<file path="src/rtl/core/pcg_ram.sv">
// Generic single-port-write, single-read RAM with registered read data.
// No dependencies.
module pcg_ram #(
    parameter int Width = 32,
    parameter int Depth = 8
) (
    input  logic                     aclk,
    input  logic                     we,
    input  logic [$clog2(Depth)-1:0] waddr,
    input  logic [Width-1:0]         wdata,
    input  logic [$clog2(Depth)-1:0] raddr,
    output logic [Width-1:0]         rdata
);
    logic [Width-1:0] mem_reg [Depth];

    always_ff @(posedge aclk) begin
        if (we) begin
            mem_reg[waddr] <= wdata;
        end
        rdata <= mem_reg[raddr];
    end
endmodule

</file>
<file path="config.mk">
export PLATFORM = sky130hd
export DESIGN_NAME = pcg_ram
export DESIGN_NICKNAME = d
export VERILOG_FILES = /design/src/rtl/core/pcg_ram.sv
export SDC_FILE = /design/constraint.sdc
export NUM_CORES = 1
export LEC_CHECK = 0
export ABC_AREA = 1
export BUFFER_PORTS_ARGS = -buffer_cell sky130_fd_sc_hd__buf_2
export CORE_ASPECT_RATIO = 1.25
export CORE_MARGIN = 10
export CORE_UTILIZATION = 50
export DETAILED_ROUTE_END_ITERATION = 10
export PLACE_DENSITY_LB_ADDON = 0.12
export SETUP_SLACK_MARGIN = 0.5
export SYNTH_ARGS = -nofsm -noshare
export SYNTH_HDL_FRONTEND = slang
export SYNTH_SLANG_ARGS = --single-unit
</file>
<file path="constraint.sdc">
create_clock -name aclk -period 2.5 [get_ports aclk]
set_clock_uncertainty 0.1 [all_clocks]
set_input_delay 0.25 -clock aclk [delete_from_list [all_inputs] [get_ports aclk]]
set_output_delay 0.25 -clock aclk [all_outputs]
set_load 0.02 [all_outputs]
</file>
* Word level (Yosys, flattened, before mapping) *
Memory sizes are Yosys's and may differ from the RTL's. A register that Yosys moved wholly into a read port is not among the register bits.
Cells that the tools add are included.

storage, ports and cells
  bits in registers = 0
  bits in writable memories = 256
  input bits = 40
  logic and storage cells = 3
  memories kept = 1

memories
  memory   depth  width  rd ports  clocked after Yosys merged registers in  write ports  line  text
  mem_reg  8      32     1         1                                        1            14    logic [Width-1:0] mem_reg [Depth];

cells by class
  muxes and demuxes = 2

operators by type and width
  operator          number
  1-bit 2-to-1 mux  2

* Logic depth before layout (Yosys ltp) *
Gate-level depths: netlist of the first run.

  word-level depth = 2
  gate-level depth with buffers = 8
  depth with buffers taken out = 6

* Worst setup path before layout of the first run *
No wires, ideal clock.

  kind = input port to flip-flop
  start = in waddr[0]
  end = mem mem_reg[0][0] (enable)
  library setup time = 421 ps
  arrival time = 1,746 ps
  required time = 1,979 ps
  slack = 233 ps
  cell stages on the path = 3
  path buffers = 0
  cells stage by stage = inv_1 -> nand2_1 -> nor2_1

RTL lines
  element      line  text
  from (decl)  9     input logic [$clog2(Depth)-1:0] waddr,
  to (decl)    14

Straight into the memory's write port.

* Worst setup path in the final report of the first run *
  start = reg rdata[7], read port of mem_reg
  end = out rdata[7]

RTL lines
  element      line  text
  from (decl)  12    output logic [Width-1:0] rdata

No word-level cell between the ends.

==> results of run 1 <==
==> cells by family after synthesis <==
family	share of synthesized area, %
and+or+nand+nor	19.0
buffers and inverters	10.9
DFF	70.1
==> final timing paths <==
path,from,endpoint,depth (start not counted)
max,rdata[7],rdata[7],1
min,raddr[2],rdata[26],4
max reg2reg,mem_reg[3][24],rdata[24],6
min reg2reg,mem_reg[6][12],rdata[12],6
==> area by class of cell <==
cell class	instances	area, µm²
sequential	288	8330
timing repair buffer	124	898
clock inverter	13	216
tap	292	365
inverter	262	986
fill	1918	9630
clock buffer	39	833
multi-input combinational	558	2310
==> tightest hold or removal path: stages <==
cell     delay [ps]
buf_2           100
buf_4           280
nand2_1         130
nand2_1          40
==> metal layers <==
layer	wire [µm]	vias to the layer above	track usage (%)
li1	-	3791	-
met1	11200	3576	21.2
met2	12200	133	28.6
met3	982	26	2.25
met4	395	0	3.82
met5	0	-	0
==> cell usage in the layout (no fill, tap or decap) <==
cell type | netlist | routed
buf_4 | 5 | 17
edfxtp_1 | 256 | 256
clkbuf_16 | 0 | 29
inv_4 | 0 | 1
dlygate4sd3_1 | 0 | 32
clkbuf_8 | 0 | 7
dfxtp_1 | 32 | 32
buf_12 | 0 | 5
nand3_1 | 128 | 128
clkinvlp_4 | 0 | 1
inv_2 | 2 | 1
buf_2 | 20 | 70
nor2_4 | 0 | 8
clkbuf_1 | 7 | 3
clkinv_2 | 0 | 5
bufinv_16 | 0 | 6
nand2_1 | 422 | 422
inv_1 | 260 | 260
clkinv_1 | 0 | 1
==> metrics by stage <==
stage                     util (%)  instance area, µm²
final                         59.2               13900
after global routing          59.2               13900
after CTS                     59.2               13900
after detailed placement      53.3               12600
after global placement        53.3               12600
after floorplan                  -               11900
==> power groups by stage <==
stage / Sequential, µW / Combinational (µW) / Clock, µW
floorplan: 5650 / 389 / 0
global placement: 5580 / 726 / 0
detailed placement: 5580 / 740 / 0
CTS: 5480 / 781 / 4750
global route: 5490 / 866 / 4920
finish: 5480 / 769 / 4670
==> what timing repair did <==
action,CTS,global route
hold buffers,32,0
endpoints found under the hold margin,256,0
resized for setup,0,0
==> impl_results.md, run 1 <==
* Gpl congestion at 0.716
* CTS tree: done
* # rows at 63
* Syn Std Cell Area at 11900 µm²
* WL per Instance at 15.7 µm
* Number of flip-flops in the largest register at 256
* Ys async rst share at 0%
* Drt drc at 0
* Root Buffer: clkbuf_16
* Placed cells at 1492
* Flop pwr share at 50.2%
* Crit-path cells: buf_2
* DRT iter0 DRCs at 417
* Post-CTS Setup Inserts at 0
* Area contributors post-synth: edfxtp_1 (65%), nand2_1 (13%), inv_1 (8.2%)
* Clk sink count at 288
* Hold Fails Final Rpt at 0
* Vias in the first global route at 7453
* WL final at 24.8 mm
* Detailed Routing Iterations Pass 1 at 5
* First-pass GRT wire length at 39.3 mm
* Die Ht at 192 µm
* Tot Pwr at 10900 µW
* RSZ-0062 raised after global routing: no
* Clock buffer depth at 3
* Fmax at 700 MHz
* Number of flops mapped to enable cells by yosys at 256
* H-tree Lvls at 1
* Minimum clock period at 1430 ps
* Final Non-Filler Cells at 1576
* CTS clk-pin slew, worst paths at 70 ps
* CP required at 2150 ps
* WHS at 210 ps
* Boundary Pins at 72
* Combinational share of power at 7.0%
* Net Sw Frac at 21.1%
* Die width at 158 µm
* Tcrit/Tclk final at 57.2%
* Hold crit path type: primary input to flip-flop
* Max VDD drop at 0.661 mV
* CP Data Arrival Time at 1080 ps
* Layout net count at 1302
* Via-to-Cell Ratio at 4.78
* CP bufs+invs at 1
* Final Setup Violations at 0
* Type of origin of the critical path: flip-flop
* Leakage at 0.00645 µW
* Share of the synthesized area in the top cell type at 64.7%
* Initial core utilization at 50.4%
* Worst-Margin Slew at 901 ps
* Core Footprint at 23600 µm²
* DP Worst Slack at 737 ps
* Share of cells above drive strength 1 at 11.7%
* Crit path max-delay family: flip-flops
* Tot GR Track Use at 16.4%
* YS warnings at 0
* Sw Pwr at 2310 µW
* Post-route ant nets at 0
* Via count at 7526
* Clk_lat worst skew at 540 ps
* PD cells at 783 nW/µm²
* List of most frequent post-synthesis cells: nand2_1 (422), inv_1 (260), edfxtp_1 (256)
* CP endpoint kind: output port
* Post-synth net total at 1196
* Worst R2R Setup Slack at 1490 ps
* Seq/Total Area, Yosys at 70.1%
* Syn Area/Cell at 10.3 µm²
* Antenna violations before repair at 0
* Relative slew slack at 39.9%
* Crit Path Max Fanout at 1
* Top FF cell, synth: edfxtp_1
* Gate Count Post-Synth at 1156
* Max Transition Viols Final at 0
* Synth cell types at 12
* Max-capacitance violation count at 0
* Status: complete, no violations
* Die ar. at 30300 µm²
* Port buffer count at 71
* CP max stage delay at 370 ps
* DP Wirelength at 13.3 mm
* Gr ovfl total at 0
* Setup TNS at 0 ps
* Clock network power share at 42.8%
* Largest net degree at the start of global routing at 129
* Flop and latch count out of synthesis at 288
* Area leader, netlist: edfxtp_1
* Num CTS Buffers at 28
* Most common cell in the netlist: nand2_1
* Area delta synth->final at 17.4%
* Slowest CP cell: dfxtp_1
* CP Class: flip-flop to output port
* Pint at 8610 µW
* Final setup margin at 1070 ps
* Diode count at 0
(Power assumes the default switching activity.)
==> run 2, diff against run 1 <==
Clock period 2.5 ns to 1.15 ns, I/O delays scaled along.
==> run 2 against run 1 <==
The flow now finishes with violations (negative hold slack, negative setup slack). Sequential share of layout area is 4.2 points lower. Largest power group unchanged. Power rose by 120%. Worst hold slack got worse by 250 ps. Flip-flop and latch count unchanged. Global-route usage is 0.053 points higher. Final cell count grew 1.6%. Clock power rose by 110%. Critical path depth is the same. Register-to-register slack worse by 1300 ps. Critical endpoint is now rdata[30].
==> impl_results.md, run 2 (same netlist as run 1, synthesis figures left out) <==
* Status: complete, but fails checks (was complete, no violations)
* Violated checks: negative hold slack, negative setup slack
* WL per Instance at 15.5 µm (was 15.7 µm)
* Fmax at 805 MHz
* CTS tree: done (unchanged)
* Crit path max-delay family: flip-flops (unchanged)
* First-pass GRT wire length at 39.4 mm (was 39.3 mm)
* CTS clk-pin slew, worst paths at 60 ps (was 70 ps)
* Clk_lat worst skew at 540 ps (about the same)
* Gr ovfl total at 0 (unchanged)
* # rows at 63 (unchanged)
* Die Ht at 192 µm (unchanged)
* CP required at 940 ps (was 2150 ps)
* Die width at 158 µm (unchanged)
* Hold crit path type: primary input to flip-flop (unchanged)
* Hold Path End: rdata[21] (was rdata[26])
* Max VDD drop at 1.15 mV (was 0.661 mV)
* Worst Hold Depth at 4 (unchanged)
* Leading cell types in the layout, fill and taps excluded: nand2_1 (394), inv_1 (256), edfxtp_1 (256) (was nand2_1 (422), inv_1 (260), edfxtp_1 (256))
* Area delta synth->final at 26.8% (was 17.4%)
* Min-delay src: raddr[2] (unchanged)
* Minimum clock period at 1240 ps
* Core Footprint at 23600 µm² (unchanged)
* Num CTS Buffers at 29 (was 28)
* Initial core utilization at 50.4% (unchanged)
* Layout net count at 1327 (was 1302)
* DRT iter0 DRCs at 501 (was 417)
* Diode count at 0 (unchanged)
* Hold Buf Count CTS at 32 (unchanged)
* Root Buffer: clkbuf_16 (unchanged)
* Max-capacitance violation count at 0 (unchanged)
* Worst Reg2Reg Path Length in Cells at 6 (unchanged)
* Clock buffer depth at 3 (unchanged)
* Clk sink count at 288 (unchanged)
* CP Data Arrival Time at 1030 ps (was 1080 ps)
* DP Wirelength at 15.0 mm (was 13.3 mm)
* Crit Path Max Fanout at 1 (unchanged)
* Leakage at 0.00682 µW (was 0.00645 µW)
* Final Setup Violations at 32 (was 0)
* CP bufs+invs at 1 (unchanged)
* Vias in the first global route at 7625 (was 7453)
* PD cells at 1590 nW/µm² (was 783 nW/µm²)
* DP Worst Slack at -175 ps (was 737 ps)
* Gpl congestion at 0.736 (was 0.716)
* Via count at 7600 (was 7526)
* Boundary Pins at 72 (unchanged)
* Hold Fails Final Rpt at 30 (was 0)
* Type of origin of the critical path: flip-flop (unchanged)
* Non-Filler Cell Area, Final at 15100 µm² (was 13900 µm²)
* Die ar. at 30300 µm² (unchanged)
* Final setup margin at -92.3 ps (was 1070 ps)
* Via-to-Cell Ratio at 4.75 (was 4.78)
* Crit-path cells: buf_6 (was buf_2)
* Tot GR Track Use at 16.5% (was 16.4%)
* WL final at 24.8 mm (about the same)
* Commonest non-fill, non-tap cell in the layout: nand2_1 (unchanged)
* Number of flip-flops in the largest register at 256 (unchanged)
* Slowest CP cell: dfxtp_2 (was dfxtp_1)
* Drt drc at 0 (unchanged)
* Detailed Routing Iterations Pass 1 at 5 (unchanged)
* H-tree Lvls at 1 (unchanged)
* Final Util at 63.9% (was 59.2%)
* Largest net degree at the start of global routing at 45 (was 129)
* CP Class: flip-flop to output port (unchanged)
* Fillers at 1794 (was 1918)
* CP max stage delay at 360 ps (was 370 ps)
* Relative slew slack at 79.4% (was 39.9%)
* CP endpoint kind: output port (unchanged)
* Post-route ant nets at 0 (unchanged)
* Crit Reg-Reg Endpoint: rdata[20] (was rdata[24])
* Max Transition Viols Final at 0 (unchanged)
* RSZ-0062 raised after global routing: yes (was no)
* Port buffer count at 71 (unchanged)
* Worst R2R Setup Slack at 200 ps (was 1490 ps)
* Tcrit/Tclk final at 108%
* Post-DP Area at 13100 µm² (was 12600 µm²)
* R2R Path Start: mem_reg[6][20] (was mem_reg[3][24])
* WHS at -44.6 ps (was 210 ps)
* Antenna violations before repair at 0 (unchanged)
* Share of cells above drive strength 1 at 19.6% (was 11.7%)
* Worst-Margin Slew at 309 ps (was 901 ps)
[run 2: changes by cell type in the layout (fill, tap and decap cells not counted), sizes merged]
cell and change:
clkinvlp -1, buf +22, inv +1, clkbuf -2
clkinv +5
[run 2: routing by layer]
metal / part of all wire, % / routed length, µm / GRT usage [%] / up-vias
met2: 51 / 12500 / 29.3 / 139
li1: - / - / - / 3845
met5: 0 / 0 / 0 / -
met4: 1.5 / 374 / 4.14 / 0
met3: 4.7 / 1170 / 2.54 / 29
met1: 43 / 10700 / 20.4 / 3587
[run 2: how the worst max path moves through the flow]
stage / startpoint / to / slack, ps / depth (start not counted)
final: rdata[30] / rdata[30] / -90 / 1
after global routing: rdata[30] / rdata[30] / -120 / 1
after CTS: rdata[30] / rdata[30] / -120 / 1
after detailed placement: waddr[1] / mem_reg[7][11] / -180 / 4
after global placement: waddr[2] / mem_reg[7][11] / -160 / 4
after floorplan: waddr[0] / mem_reg[6][0] / -80 / 3
[run 2: where the power goes]
part	total, µW	switching (µW)	internal, µW	leakage, µW
clock	9860	3790	6070	0.000492
combinational	2110	1230	877	0.00373
sequential	12000	119	11800	0.00260
total	23900	5150	18800	0.00682
[run 2: final cells by class]
type	count	area [µm²]	area share, %
Clock buffer	35	768	5.10
Multi-Input combinational cell	558	2570	17.1
Sequential cell	288	8370	55.6
Timing Repair Buffer	148	1700	11.3
Tap cell	292	365	2.43
Inverter	262	1050	6.96
Clock inverter	18	235	1.56
[run 2: per-stage QoR]
stage | total power (µW) | setup TNS (ps) | cells
after detailed placement | 13900 | -30960 | 1511
after CTS | 24000 | -1970 | 1600
after global placement | 13900 | -27480 | 1511
final | 23900 | -1260 | 1601
after global routing | 24800 | -2200 | 1601
after floorplan | 13200 | -16670 | 1156
[run 2: what timing repair did]
| item | 4_1_cts | 5_1_grt |
|---|---|---|
| gates resized for setup | 112 | 82 |
| hold endpoints to repair | 288 | 22 |
| setup buffers | 3 | 0 |
| pin swaps | 59 | 50 |
| endpoints found under the setup margin | 308 | 261 |
| cloned | 1 | 1 |
